### config.mk
export PLATFORM = sky130hd
export DESIGN_NAME = form_field_percent_decoder_unit_flat
export DESIGN_NICKNAME = d
export VERILOG_FILES = /design/src/ffpd_pkg.sv /design/src/ffpd_in_if.sv /design/src/ffpd_out_if.sv /design/src/ffpd_front.sv /design/src/ffpd_queue.sv /design/src/ffpd_back.sv /design/src/form_field_percent_decoder_unit.sv /design/src/flat_wrapper.sv
export VERILOG_INCLUDE_DIRS = /design/src /design/src/src
export SDC_FILE = /design/constraint.sdc
export NUM_CORES = 1
export LEC_CHECK = 0
export ABC_AREA = 1
export BUFFER_PORTS_ARGS = -buffer_cell sky130_fd_sc_hd__buf_2
export CORE_MARGIN = 2
export CORE_UTILIZATION = 50
export DETAILED_ROUTE_END_ITERATION = 7
export GPL_ROUTABILITY_DRIVEN = 0
export PLACE_DENSITY_LB_ADDON = 0.05
export SLEW_MARGIN = 40
export SYNTH_ARGS = -nofsm -noshare
export SYNTH_HDL_FRONTEND = slang
export SYNTH_HIERARCHICAL = 1
export SYNTH_SLANG_ARGS = --single-unit
export TNS_END_PERCENT = 30
### constraint.sdc
create_clock -name clk -period 3.8 [get_ports clk]
set_clock_uncertainty 0.1 [all_clocks]
set_input_delay 0 -clock clk [delete_from_list [all_inputs] [get_ports clk]]
set_output_delay 0 -clock clk [all_outputs]
set_load 0.005 [all_outputs]
### src/form_field_percent_decoder_unit_defines.svh
// ----------------------------------------------------------------------------
// Form field percent decoder: assertion macros
// Concurrent assertion helpers, empty when SYNTHESIS is defined.
// ----------------------------------------------------------------------------
`ifndef FORM_FIELD_PERCENT_DECODER_UNIT_DEFINES_SVH
`define FORM_FIELD_PERCENT_DECODER_UNIT_DEFINES_SVH
`ifndef SYNTHESIS
// antecedent implies consequent in the same cycle
`define FFPD_ASSERT_IMP(label, ck, rs, ante, cons) \
  label: assert property (@(posedge ck) disable iff (rs) (ante) |-> (cons)) \
    else $error("ffpd assertion failed");
// antecedent implies consequent in the next cycle
`define FFPD_ASSERT_NXT(label, ck, rs, ante, cons) \
  label: assert property (@(posedge ck) disable iff (rs) (ante) |=> (cons)) \
    else $error("ffpd assertion failed");
`else
`define FFPD_ASSERT_IMP(label, ck, rs, ante, cons)
`define FFPD_ASSERT_NXT(label, ck, rs, ante, cons)
`endif
`endif

### src/ffpd_pkg.sv
// ----------------------------------------------------------------------------
// Form field percent decoder package
// Types, codes and character constants shared by the decoder modules.
// ----------------------------------------------------------------------------
package ffpd_pkg;

  typedef enum logic [2:0] {
    ST_FOUND      = 3'd0,
    ST_MISSING    = 3'd1,
    ST_BAD_ESCAPE = 3'd2,
    ST_ZERO       = 3'd3,
    ST_TOO_LONG   = 3'd4
  } status_t;

  typedef enum logic [1:0] {
    PH_MATCH = 2'd0,
    PH_SKIP  = 2'd1,
    PH_VALUE = 2'd2,
    PH_DONE  = 2'd3
  } phase_t;

  typedef enum logic [1:0] {
    ESC_NONE = 2'd0,
    ESC_HIGH = 2'd1,
    ESC_LOW  = 2'd2
  } escape_t;

  localparam logic [1:0] CFG_KEY_TEXT    = 2'd0;
  localparam logic [1:0] CFG_KEY_LENGTH  = 2'd1;
  localparam logic [1:0] CFG_VALUE_LIMIT = 2'd2;

  localparam int CFG_DATA_W = 64;
  localparam int CFG_IDX_W  = 2;

  localparam logic [7:0] CH_PLUS    = 8'h2B;
  localparam logic [7:0] CH_PERCENT = 8'h25;
  localparam logic [7:0] CH_AMP     = 8'h26;
  localparam logic [7:0] CH_EQUAL   = 8'h3D;
  localparam logic [7:0] CH_SPACE   = 8'h20;

  localparam logic [63:0] KEY_TEXT_RESET    = 64'd1685287795;
  localparam logic [3:0]  KEY_LENGTH_RESET  = 4'd4;
  localparam logic [7:0]  VALUE_LIMIT_RESET = 8'd63;

  localparam int QUEUE_DEPTH = 2;
  localparam int QPTR_W      = $clog2(QUEUE_DEPTH);

  // classified input beat
  typedef struct packed {
    logic [7:0] form_byte;
    logic       last_byte;
    logic       is_amp;
    logic       is_pct;
    logic       is_eq;
    logic       is_plus;
    logic       hex_ok;
    logic [3:0] hex_val;
  } item_t;

  typedef struct packed {
    logic       is_status;
    logic [7:0] value_byte;
    status_t    status;
    logic       run_end;
  } result_t;

  typedef struct packed {
    logic   pending;
    phase_t phase;
  } back_stat_t;

endpackage

### src/ffpd_in_if.sv
// ----------------------------------------------------------------------------
// Form byte channel
// Valid/ready channel carrying raw form body bytes.
// ----------------------------------------------------------------------------
interface ffpd_in_if;
  logic       valid;
  logic       ready;
  logic [7:0] form_byte;
  logic       last_byte;

  modport source (output valid, output form_byte, output last_byte, input ready);
  modport sink   (input valid, input form_byte, input last_byte, output ready);
endinterface

### src/ffpd_out_if.sv
// ----------------------------------------------------------------------------
// Decoder result channel
// Valid/ready channel carrying decoded value bytes and the status beat.
// ----------------------------------------------------------------------------
interface ffpd_out_if;
  logic       valid;
  logic       ready;
  logic       is_status;
  logic [7:0] value_byte;
  logic [2:0] status;
  logic       run_end;

  modport source (output valid, output is_status, output value_byte, output status,
                  output run_end, input ready);
  modport sink   (input valid, input is_status, input value_byte, input status,
                  input run_end, output ready);
endinterface

### src/ffpd_front.sv
// ----------------------------------------------------------------------------
// Form field percent decoder: front end
// Accepts form bytes, classifies them and registers the result.
// ----------------------------------------------------------------------------
module ffpd_front (
  input  logic           clk,
  input  logic           rst,
  ffpd_in_if.sink        form_in,
  output logic           item_valid,
  output ffpd_pkg::item_t item,
  input  logic           item_ready
);

  ffpd_pkg::item_t cls;
  logic [7:0]      b;

  assign b = form_in.form_byte;

  always_comb begin
    cls.form_byte = b;
    cls.last_byte = form_in.last_byte;
    cls.is_amp    = (b == ffpd_pkg::CH_AMP);
    cls.is_pct    = (b == ffpd_pkg::CH_PERCENT);
    cls.is_eq     = (b == ffpd_pkg::CH_EQUAL);
    cls.is_plus   = (b == ffpd_pkg::CH_PLUS);
    cls.hex_ok    = 1'b0;
    cls.hex_val   = 4'd0;
    if (b >= 8'h30 && b <= 8'h39) begin
      cls.hex_ok  = 1'b1;
      cls.hex_val = b[3:0];
    end else if ((b >= 8'h61 && b <= 8'h66) || (b >= 8'h41 && b <= 8'h46)) begin
      cls.hex_ok  = 1'b1;
      cls.hex_val = b[3:0] + 4'd9;
    end
  end

  assign form_in.ready = !item_valid || item_ready;

  always_ff @(posedge clk) begin
    if (rst) begin
      item_valid <= 1'b0;
    end else if (form_in.ready) begin
      item_valid <= form_in.valid;
    end
  end

  always_ff @(posedge clk) begin
    if (form_in.valid && form_in.ready) begin
      item <= cls;
    end
  end

endmodule

### src/ffpd_queue.sv
// ----------------------------------------------------------------------------
// Form field percent decoder: item queue
// Short FIFO between the front end and the decode back end.
// ----------------------------------------------------------------------------
module ffpd_queue (
  input  logic            clk,
  input  logic            rst,
  input  logic            in_valid,
  input  ffpd_pkg::item_t in_item,
  output logic            in_ready,
  output logic            out_valid,
  output ffpd_pkg::item_t out_item,
  input  logic            out_ready
);

  ffpd_pkg::item_t              mem [ffpd_pkg::QUEUE_DEPTH];
  logic [ffpd_pkg::QPTR_W-1:0]  wr_ptr;
  logic [ffpd_pkg::QPTR_W-1:0]  rd_ptr;
  logic [ffpd_pkg::QPTR_W:0]    count;
  logic                         push;
  logic                         pop;

  assign in_ready  = (count != (ffpd_pkg::QPTR_W+1)'(ffpd_pkg::QUEUE_DEPTH));
  assign out_valid = (count != '0);
  assign out_item  = mem[rd_ptr];
  assign push      = in_valid && in_ready;
  assign pop       = out_valid && out_ready;

  always_ff @(posedge clk) begin
    if (rst) begin
      wr_ptr <= '0;
      rd_ptr <= '0;
      count  <= '0;
    end else begin
      if (push) wr_ptr <= wr_ptr + 1'b1;
      if (pop) rd_ptr <= rd_ptr + 1'b1;
      if (push && !pop) begin
        count <= count + 1'b1;
      end else if (pop && !push) begin
        count <= count - 1'b1;
      end
    end
  end

  always_ff @(posedge clk) begin
    if (push) begin
      mem[wr_ptr] <= in_item;
    end
  end

endmodule

### src/ffpd_back.sv
// ----------------------------------------------------------------------------
// Form field percent decoder: back end
// Key match, value decode and status, one queued byte per cycle unless the
// output register is stalled or a status beat is held behind a value byte.
// ----------------------------------------------------------------------------
module ffpd_back #(
  parameter int KEY_MAX_CHARS = 8
) (
  input  logic                       clk,
  input  logic                       rst,
  input  logic [KEY_MAX_CHARS*8-1:0] key_text,
  input  logic [3:0]                 key_length,
  input  logic [7:0]                 value_limit,
  input  logic                       item_valid,
  input  ffpd_pkg::item_t            item,
  output logic                       item_ready,
  ffpd_out_if.source                 result_out,
  output ffpd_pkg::back_stat_t       stat
);

  localparam int KIW = (KEY_MAX_CHARS > 1) ? $clog2(KEY_MAX_CHARS) : 1;

  ffpd_pkg::phase_t  phase, phase_next;
  ffpd_pkg::escape_t escape_step, escape_step_next;
  ffpd_pkg::status_t outcome, outcome_next;
  logic [3:0]        key_position, key_position_next;
  logic [3:0]        high_nibble, high_nibble_next;
  logic [7:0]        decoded_count, decoded_count_next;

  ffpd_pkg::result_t out_res, out_res_next;
  ffpd_pkg::result_t pend_res, pend_res_next;
  logic              out_valid, out_valid_next;
  logic              pend_valid, pend_valid_next;

  logic              slot_free;
  logic              pop;
  logic [3:0]        klen;
  logic [7:0]        kc;
  logic              dec_go;
  logic [7:0]        dec_v;
  logic              emit;
  ffpd_pkg::status_t code;
  ffpd_pkg::result_t val_res;
  ffpd_pkg::result_t sts_res;

  assign slot_free  = !out_valid || result_out.ready;
  assign pop        = item_valid && !pend_valid && slot_free;
  assign item_ready = !pend_valid && slot_free;
  assign klen       = (key_length > 4'(KEY_MAX_CHARS)) ? 4'(KEY_MAX_CHARS) : key_length;
  assign kc         = key_text[key_position[KIW-1:0]*8 +: 8];

  always_comb begin
    phase_next         = phase;
    escape_step_next   = escape_step;
    outcome_next       = outcome;
    key_position_next  = key_position;
    high_nibble_next   = high_nibble;
    decoded_count_next = decoded_count;
    dec_go             = 1'b0;
    dec_v              = item.form_byte;
    emit               = 1'b0;
    code               = ffpd_pkg::ST_MISSING;

    if (pop) begin
      case (phase)
        ffpd_pkg::PH_MATCH, ffpd_pkg::PH_SKIP: begin
          if (item.is_amp) begin
            phase_next        = ffpd_pkg::PH_MATCH;
            key_position_next = 4'd0;
          end else if (phase == ffpd_pkg::PH_MATCH) begin
            if (key_position < klen) begin
              if (item.form_byte == kc) key_position_next = key_position + 4'd1;
              else phase_next = ffpd_pkg::PH_SKIP;
            end else if (item.is_eq) begin
              phase_next         = ffpd_pkg::PH_VALUE;
              escape_step_next   = ffpd_pkg::ESC_NONE;
              decoded_count_next = 8'd0;
            end else begin
              phase_next = ffpd_pkg::PH_SKIP;
            end
          end
        end
        ffpd_pkg::PH_VALUE: begin
          if (item.is_amp) begin
            phase_next       = ffpd_pkg::PH_DONE;
            escape_step_next = ffpd_pkg::ESC_NONE;
            outcome_next     = (escape_step != ffpd_pkg::ESC_NONE) ?
                               ffpd_pkg::ST_BAD_ESCAPE : ffpd_pkg::ST_FOUND;
          end else if (escape_step != ffpd_pkg::ESC_NONE) begin
            if (!item.hex_ok) begin
              phase_next       = ffpd_pkg::PH_DONE;
              escape_step_next = ffpd_pkg::ESC_NONE;
              outcome_next     = ffpd_pkg::ST_BAD_ESCAPE;
            end else if (escape_step == ffpd_pkg::ESC_HIGH) begin
              high_nibble_next = item.hex_val;
              escape_step_next = ffpd_pkg::ESC_LOW;
            end else begin
              escape_step_next = ffpd_pkg::ESC_NONE;
              dec_go           = 1'b1;
              dec_v            = {high_nibble, item.hex_val};
            end
          end else if (item.is_pct) begin
            escape_step_next = ffpd_pkg::ESC_HIGH;
          end else begin
            dec_go = 1'b1;
            dec_v  = item.is_plus ? ffpd_pkg::CH_SPACE : item.form_byte;
          end
        end
        default: begin
        end
      endcase

      if (dec_go) begin
        if (decoded_count >= value_limit) begin
          phase_next       = ffpd_pkg::PH_DONE;
          escape_step_next = ffpd_pkg::ESC_NONE;
          outcome_next     = ffpd_pkg::ST_TOO_LONG;
        end else if (dec_v == 8'd0) begin
          phase_next       = ffpd_pkg::PH_DONE;
          escape_step_next = ffpd_pkg::ESC_NONE;
          outcome_next     = ffpd_pkg::ST_ZERO;
        end else begin
          decoded_count_next = decoded_count + 8'd1;
          emit               = 1'b1;
        end
      end

      if (phase_next == ffpd_pkg::PH_VALUE) begin
        code = (escape_step_next != ffpd_pkg::ESC_NONE) ?
               ffpd_pkg::ST_BAD_ESCAPE : ffpd_pkg::ST_FOUND;
      end else if (phase_next == ffpd_pkg::PH_DONE) begin
        code = outcome_next;
      end

      if (item.last_byte) begin
        phase_next         = ffpd_pkg::PH_MATCH;
        escape_step_next   = ffpd_pkg::ESC_NONE;
        outcome_next       = ffpd_pkg::ST_MISSING;
        key_position_next  = 4'd0;
        high_nibble_next   = 4'd0;
        decoded_count_next = 8'd0;
      end
    end
  end

  always_comb begin
    val_res.is_status  = 1'b0;
    val_res.value_byte = dec_v;
    val_res.status     = ffpd_pkg::ST_FOUND;
    val_res.run_end    = 1'b0;
    sts_res.is_status  = 1'b1;
    sts_res.value_byte = 8'd0;
    sts_res.status     = code;
    sts_res.run_end    = 1'b1;

    out_res_next    = out_res;
    out_valid_next  = out_valid && !result_out.ready;
    pend_res_next   = pend_res;
    pend_valid_next = pend_valid;

    if (pend_valid && slot_free) begin
      out_res_next    = pend_res;
      out_valid_next  = 1'b1;
      pend_valid_next = 1'b0;
    end else if (pop) begin
      if (emit) begin
        out_res_next   = val_res;
        out_valid_next = 1'b1;
        if (item.last_byte) begin
          pend_res_next   = sts_res;
          pend_valid_next = 1'b1;
        end
      end else if (item.last_byte) begin
        out_res_next   = sts_res;
        out_valid_next = 1'b1;
      end
    end
  end

  always_ff @(posedge clk) begin
    if (rst) begin
      phase         <= ffpd_pkg::PH_MATCH;
      escape_step   <= ffpd_pkg::ESC_NONE;
      outcome       <= ffpd_pkg::ST_MISSING;
      key_position  <= 4'd0;
      high_nibble   <= 4'd0;
      decoded_count <= 8'd0;
      out_valid     <= 1'b0;
      pend_valid    <= 1'b0;
    end else begin
      phase         <= phase_next;
      escape_step   <= escape_step_next;
      outcome       <= outcome_next;
      key_position  <= key_position_next;
      high_nibble   <= high_nibble_next;
      decoded_count <= decoded_count_next;
      out_valid     <= out_valid_next;
      pend_valid    <= pend_valid_next;
    end
  end

  always_ff @(posedge clk) begin
    out_res  <= out_res_next;
    pend_res <= pend_res_next;
  end

  assign result_out.valid      = out_valid;
  assign result_out.is_status  = out_res.is_status;
  assign result_out.value_byte = out_res.value_byte;
  assign result_out.status     = out_res.status;
  assign result_out.run_end    = out_res.run_end;

  assign stat.pending = pend_valid;
  assign stat.phase   = phase;

endmodule

### src/form_field_percent_decoder_unit.sv
// ----------------------------------------------------------------------------
// Form field percent decoder
// Scans a URL-encoded form body for the first '&'-separated segment that
// starts with the configured key and '=', and streams that value decoded
// ('+' to space, %HH to a byte), then one status beat on the last byte.
// Throughput is one form byte per cycle while the output is ready. A byte
// that yields both a value byte and the status beat holds the status beat
// in a pending register behind the single output register, and the back
// end takes no byte until it moves on. An accepted byte passes the classify
// register, the two-entry queue and the output register. Configuration
// takes effect for bytes that reach the back end after the write.
// ----------------------------------------------------------------------------
`include "form_field_percent_decoder_unit_defines.svh"

module form_field_percent_decoder_unit #(
  parameter int KEY_MAX_CHARS = 8
) (
  input  logic                              clk,
  input  logic                              rst,
  ffpd_in_if.sink                           form_in,
  ffpd_out_if.source                        result_out,
  input  logic                              cfg_we,
  input  logic [ffpd_pkg::CFG_IDX_W-1:0]    cfg_index,
  input  logic [ffpd_pkg::CFG_DATA_W-1:0]   cfg_data
);

  logic [KEY_MAX_CHARS*8-1:0] key_text;
  logic [3:0]                 key_length;
  logic [7:0]                 value_limit;

  logic                 f_valid;
  ffpd_pkg::item_t      f_item;
  logic                 f_ready;
  logic                 q_valid;
  ffpd_pkg::item_t      q_item;
  logic                 q_ready;
  ffpd_pkg::back_stat_t back_stat;

  always_ff @(posedge clk) begin
    if (rst) begin
      key_text    <= ffpd_pkg::KEY_TEXT_RESET[KEY_MAX_CHARS*8-1:0];
      key_length  <= ffpd_pkg::KEY_LENGTH_RESET;
      value_limit <= ffpd_pkg::VALUE_LIMIT_RESET;
    end else if (cfg_we) begin
      case (cfg_index)
        ffpd_pkg::CFG_KEY_TEXT:    key_text    <= cfg_data[KEY_MAX_CHARS*8-1:0];
        ffpd_pkg::CFG_KEY_LENGTH:  key_length  <= cfg_data[3:0];
        ffpd_pkg::CFG_VALUE_LIMIT: value_limit <= cfg_data[7:0];
        default: begin
        end
      endcase
    end
  end

  ffpd_front u_front (
    .clk        (clk),
    .rst        (rst),
    .form_in    (form_in),
    .item_valid (f_valid),
    .item       (f_item),
    .item_ready (f_ready)
  );

  ffpd_queue u_queue (
    .clk       (clk),
    .rst       (rst),
    .in_valid  (f_valid),
    .in_item   (f_item),
    .in_ready  (f_ready),
    .out_valid (q_valid),
    .out_item  (q_item),
    .out_ready (q_ready)
  );

  ffpd_back #(
    .KEY_MAX_CHARS (KEY_MAX_CHARS)
  ) u_back (
    .clk         (clk),
    .rst         (rst),
    .key_text    (key_text),
    .key_length  (key_length),
    .value_limit (value_limit),
    .item_valid  (q_valid),
    .item        (q_item),
    .item_ready  (q_ready),
    .result_out  (result_out),
    .stat        (back_stat)
  );

  `FFPD_ASSERT_IMP(a_pend_behind_value, clk, rst, back_stat.pending, result_out.valid && !result_out.is_status)
  `FFPD_ASSERT_NXT(a_pend_holds, clk, rst, back_stat.pending && !result_out.ready, back_stat.pending)
  `FFPD_ASSERT_IMP(a_value_beat_fields, clk, rst, result_out.valid && !result_out.is_status, !result_out.run_end && result_out.status == ffpd_pkg::ST_FOUND)
  `FFPD_ASSERT_IMP(a_status_beat_fields, clk, rst, result_out.valid && result_out.is_status, result_out.run_end && result_out.value_byte == 8'd0)

endmodule
### src/flat_wrapper.sv
// flat-port wrapper written by rule: the top's interface ports become plain ports
module form_field_percent_decoder_unit_flat 
#(
  parameter int KEY_MAX_CHARS = 8
)
  (clk, rst, cfg_we, cfg_index, cfg_data, form_in_valid, form_in_form_byte, form_in_last_byte, form_in_ready, result_out_valid, result_out_is_status, result_out_value_byte, result_out_status, result_out_run_end, result_out_ready);
  ffpd_in_if form_in_i ();
  ffpd_out_if result_out_i ();
  input  logic clk;
  input  logic rst;
  input  logic cfg_we;
  input  logic [ffpd_pkg::CFG_IDX_W-1:0] cfg_index;
  input  logic [ffpd_pkg::CFG_DATA_W-1:0] cfg_data;
  input wire logic [$bits(form_in_i.valid)-1:0] form_in_valid;
  input wire logic [$bits(form_in_i.form_byte)-1:0] form_in_form_byte;
  input wire logic [$bits(form_in_i.last_byte)-1:0] form_in_last_byte;
  output wire logic [$bits(form_in_i.ready)-1:0] form_in_ready;
  output wire logic [$bits(result_out_i.valid)-1:0] result_out_valid;
  output wire logic [$bits(result_out_i.is_status)-1:0] result_out_is_status;
  output wire logic [$bits(result_out_i.value_byte)-1:0] result_out_value_byte;
  output wire logic [$bits(result_out_i.status)-1:0] result_out_status;
  output wire logic [$bits(result_out_i.run_end)-1:0] result_out_run_end;
  input wire logic [$bits(result_out_i.ready)-1:0] result_out_ready;
  assign form_in_i.valid = form_in_valid;
  assign form_in_i.form_byte = form_in_form_byte;
  assign form_in_i.last_byte = form_in_last_byte;
  assign form_in_ready = form_in_i.ready;
  assign result_out_valid = result_out_i.valid;
  assign result_out_is_status = result_out_i.is_status;
  assign result_out_value_byte = result_out_i.value_byte;
  assign result_out_status = result_out_i.status;
  assign result_out_run_end = result_out_i.run_end;
  assign result_out_i.ready = result_out_ready;
  form_field_percent_decoder_unit #(.KEY_MAX_CHARS(KEY_MAX_CHARS)) u_core (.clk(clk), .rst(rst), .form_in(form_in_i), .result_out(result_out_i), .cfg_we(cfg_we), .cfg_index(cfg_index), .cfg_data(cfg_data));
endmodule
* After elaboration in Yosys (flattened, before gate mapping)
Memory sizes are Yosys's and may differ from the RTL's. A register that Yosys moved wholly into a read port is not among the register bits.
Cells that the tools add are included.
** Word-level totals
- Register bits :: 140
- Input bits :: 80
- Logic and storage cells :: 208
- Memories kept :: 1
- Output and inout port bits :: 15
- ROM bits :: 0
- Latch bits :: 0
- Bits in writable memories :: 36
** Memories
- u_core.u_queue.mem :: words 2, width 18, rd ports 1, clocked after Yosys merged registers in 1, write ports 1, line ffpd_queue.sv:16 : ffpd_pkg::item_t mem [ffpd_pkg::QUEUE_DEPTH];
** Cells by class
- Reduce and logical (&&, ||, !) cells :: 49
- Shift operators :: 1
- Bitwise logic cells :: 1
- Add/sub/neg operators :: 7
- Mux-type cells :: 98
- Multipliers :: 0
- $lt $le $gt $ge :: 9
- Equality and inequality tests :: 14
- Divide/modulo/power cells :: 0
** Operators with widths (number)
- 2-to-1 mux 8 bit :: 17
- indexed part select 64 x 7 -> 8 bit :: 1
- 2-to-1 mux 2 bit :: 31
- 2-to-1 mux 4 bit :: 15
- 2-to-1 mux 13 bit :: 3
- equality test 8 x 6 -> 1 bit, second input constant :: 4
- 2-to-1 mux 3 bit :: 10
- nonzero test 2 bit :: 10
- 2-to-1 mux 1 bit :: 19
- greater-or-equal comparator 8 x 7 -> 1 bit, second input constant :: 2
- less-or-equal comparator 8 x 7 -> 1 bit, second input constant :: 2
- logical AND 1 bit :: 13
- nonzero test 3 bit :: 4
- adder 8 x 1 -> 8 bit, second input constant :: 1
- equality test 2 bit, second input constant :: 4
- equality test 8 bit :: 1
- greater-or-equal comparator 8 x 6 -> 1 bit, second input constant :: 1
- greater-or-equal comparator 8 bit :: 1
- less-or-equal comparator 8 x 6 -> 1 bit, second input constant :: 1
- logical NOT 8 bit :: 1
- one-hot mux 2 bit (2 select lines) :: 2
- AND reduction 2 bit :: 4
- equality test 2 x 1 -> 1 bit, second input constant :: 3
- logical NOT 1 bit :: 6
- other kinds (18) :: 23

* Logic depth before layout (Yosys ltp)
- Word-level depth :: 19
- Mapped depth :: 19
- Gate-level depth less buffers :: 18

* Hierarchy
The synthesis kept the hierarchy.
** By module, submodules not included
- ffpd_back :: seq. area each 950.9 sq um, times used 1, area an instance 3319.4 sq um, cells each 547
- form_field_percent_decoder_unit :: seq. area each 1521.5 sq um, times used 1, area an instance 3201.8 sq um, cells each 448
- ffpd_queue :: seq. area each 1181.1 sq um, times used 1, area an instance 1591.5 sq um, cells each 93
- ffpd_front :: seq. area each 560.5 sq um, times used 1, area an instance 858.3 sq um, cells each 72

* Worst setup path after synthesis
Ideal clock, no wire load.
- Path kind :: reg2reg
- From :: reg with a tool-made name
- To :: reg u_core.u_back.out_res (netlist bit u_core/u_back/result_out.is_status) (enable)
- Clock period less this slack :: 2.879 ns
- Data required time :: 3.329 ns
- Cell stages (with the launch flop) :: 16
- Library setup time :: 0.371 ns
- Arrival time :: 2.408 ns
- Buffers on the path :: 4
- Slack :: 0.921 ns
- Path through :: dfxtp_1 > buf_6 > buf_12 > mux2_4 > nor2_8 > nand2_4 > buf_6 > o211ai_1 > nand2_1 > nor2_2 > nand2_2 > nand2_4 > nor2_1 > inv_2 > buf_4 > nand3b_1
** RTL lines
- to (signal assigned) :: line ffpd_back.sv:203 : out_res <= out_res_next;
- to (decl) :: line ffpd_back.sv:30 : ffpd_pkg::result_t out_res, out_res_next;

==> summary.md <==
| Metric | Value |
|---|---|
| Run status | `finished, final reports clean` |
| Fin. Hold Viols | `0` |
| Largest net degree at the start of global routing | `112` |
| Syn Nets | `1257` |
| First-pass GRT wire length | `34800 um` |
| Commonest cells after routing, fill and taps aside | `305 x nand2_1, 165 x nand3_1, 144 x inv_1` |
| Final worst slack | `467 ps` |
| Final setup vio count | `0` |
| Clock power frac | `33.6%` |
| Layout cell share with drive strength beyond 1 | `13.7%` |
| Rows | `48` |
| Sink Count | `176` |
| Initial DRC count | `574` |
| Clk slew on worst S/H paths | `70 ps` |
| Cell Pwr Density | `489 nW/um^2` |
| TritonCTS clock tree | `yes` |
| Max-cap violations | `0` |
| # resized after CTS | `0` |
| Fin crit share | `87.7%` |
| Synth-to-layout area growth | `21.2%` |
| Total track usage | `23.4%` |
| CP Launch Type | `flop` |
| Hpwl dp | `13900 um` |
| Hold Slack | `15.7 ps` |
| Critical path required time | `3710 ps` |
| H-Tree Depth | `4` |
| Grt total ovfl | `0` |
| Num CTS Buffers | `17` |
| Vias in the first global route | `7172` |
| Max Freq | `300 MHz` |
| Min Tclk post-route | `3330 ps` |
| DIE WIDTH | `138 um` |
| RSZ-0062 raised after global routing | `false` |
| Worst setup path class | `flop to flop` |
| Internal power | `0.00364 W` |
| IO Pins | `95` |
| Initial antenna violation count | `0` |
| Pleak | `5.11 nW` |
| Die Area | `19000 um^2` |
| Final TNS setup | `0 ps` |
| Post-route DRC | `0` |
| Worst setup EP type | `flop` |
| Mapped Cells | `1159` |
| Slew of the pin with the lowest slew margin | `642 ps` |
| Combinational Power Share | `24.2%` |
| Most common cell after layout, fill and taps aside | `nand2_1` |
| Final Slew Violations | `0` |
| Min-Delay Path Class | `primary input to flop` |
| ANT nets after route | `0` |
| Drt pass-1 iters | `7` |
| DIE HEIGHT | `138 um` |
| Vias per inst | `5.11` |
| Starting Density | `51.5%` |
| Port Buf Inserts | `94` |
| Avg Inst Size Synth | `7.73 um^2` |
| Worst R2R Setup Slack | `470 ps` |
| Cell Area, Synth | `8960 um^2` |
| Skew-Pair Late Insertion Delay | `430 ps` |
| Total core area | `17400 um^2` |
| Clk root buf | `clkbuf_16` |
| Slew margin rel. | `57.2%` |
| Worst IR drop on VDD | `0.000365 V` |
| Post-Place Setup Slack | `478 ps` |
| Number of post-CTS setup repair buffers | `0` |
| Yosys Warn Count | `6` |
| Flop pwr share | `42.1%` |
| ANT cells | `0` |
| Clock Tree Buf Depth | `2` |
| Net count reported at finish | `1401` |
| Routed wire length | `21400 um` |
| Switching portion of total power | `31.4%` |
| Crit path DAT | `3240 ps` |
| Vias | `7867` |
| WL/cell | `13.9 um` |
| Switching power | `0.00167 W` |
| CP max FO | `15` |
-- sequential cells by signal, indices dropped and copies added, names as in the netlist, 4 cells and up, named ones only --
register and count:
u_core/u_back/high_nibble 4, u_core/u_queue/mem 36, u_core/u_front/item 18, u_core/u_back/key_position 4, u_core/value_limit 8, u_core/key_text 64, u_core/key_length 4, u_core/u_back/result_out.value_byte 8
u_core/u_back/decoded_count 8
-- power by group through the flow --
stage / clock network, W / registers, W / logic [W]
after floorplan: 0 / 0.00225 / 0.000917
after global placement: 0 / 0.00228 / 0.00119
after detailed placement: 0 / 0.00228 / 0.00121
after CTS: 0.00182 / 0.00224 / 0.00128
after global routing: 0.00190 / 0.00226 / 0.00143
final: 0.00179 / 0.00224 / 0.00129
-- per-stage QoR --
stage / total power [W] / cells / utilization (%) / instance area, um^2
2_1_floorplan: 0.00316 / 1159 / - / 8960
3_3_place_gp: 0.00347 / 1429 / 54.2 / 9450
3_5_place_dp: 0.00349 / 1429 / 54.3 / 9460
4_1_cts: 0.00534 / 1541 / 62.3 / 10900
5_1_grt: 0.00559 / 1541 / 62.4 / 10900
6_report: 0.00531 / 1541 / 62.4 / 10900
-- routing by layer --
metal / vias up / wire length, um / GRT usage (%)
met4: 0 / 366 / 7.09
li1: 4045 / - / -
met5: - / 0 / 0
met3: 24 / 837 / 3.47
met2: 185 / 10100 / 38.0
met1: 3613 / 10100 / 32.4
-- final cells by class --
| cell class | count | area (um^2) |
|---|---|---|
| tap | 225 | 282 |
| timing repair buffer | 183 | 1360 |
| clock buffer | 18 | 429 |
| fill | 1619 | 6550 |
| multi-input combinational | 776 | 3850 |
| sequential | 176 | 4210 |
| inverter | 149 | 562 |
| clock inverter | 14 | 169 |
-- timing repair --
action                     4_1_cts  5_1_grt
setup endpoints to repair        0        0
hold endpoints to repair       116        0
hold buffers                    80        0
-- final timing paths --
check / to / cells after the start / start
max: u_core/u_back/result_out.value_byte[3] / 11 / flop
min reg2reg: u_core/u_queue/mem[1][5] / 0 / u_core/u_front/item[5]
min: u_core/key_text[6] / 3 / cfg_we
max reg2reg: u_core/u_back/result_out.value_byte[3] / 11 / flop
-- worst max-delay path, stage by stage, from the launching register on --
cell and delay, ps:
dfxtp_1 630, mux2_4 400, nor2_8 160, nand3_2 190
o211ai_1 190, nand2_1 100, nor2_2 170, nand2_2 110
nand2_4 150, nor2_1 70, inv_2 170, nand3b_1 470
No activity file was read; power rests on OpenSTA's default activity.
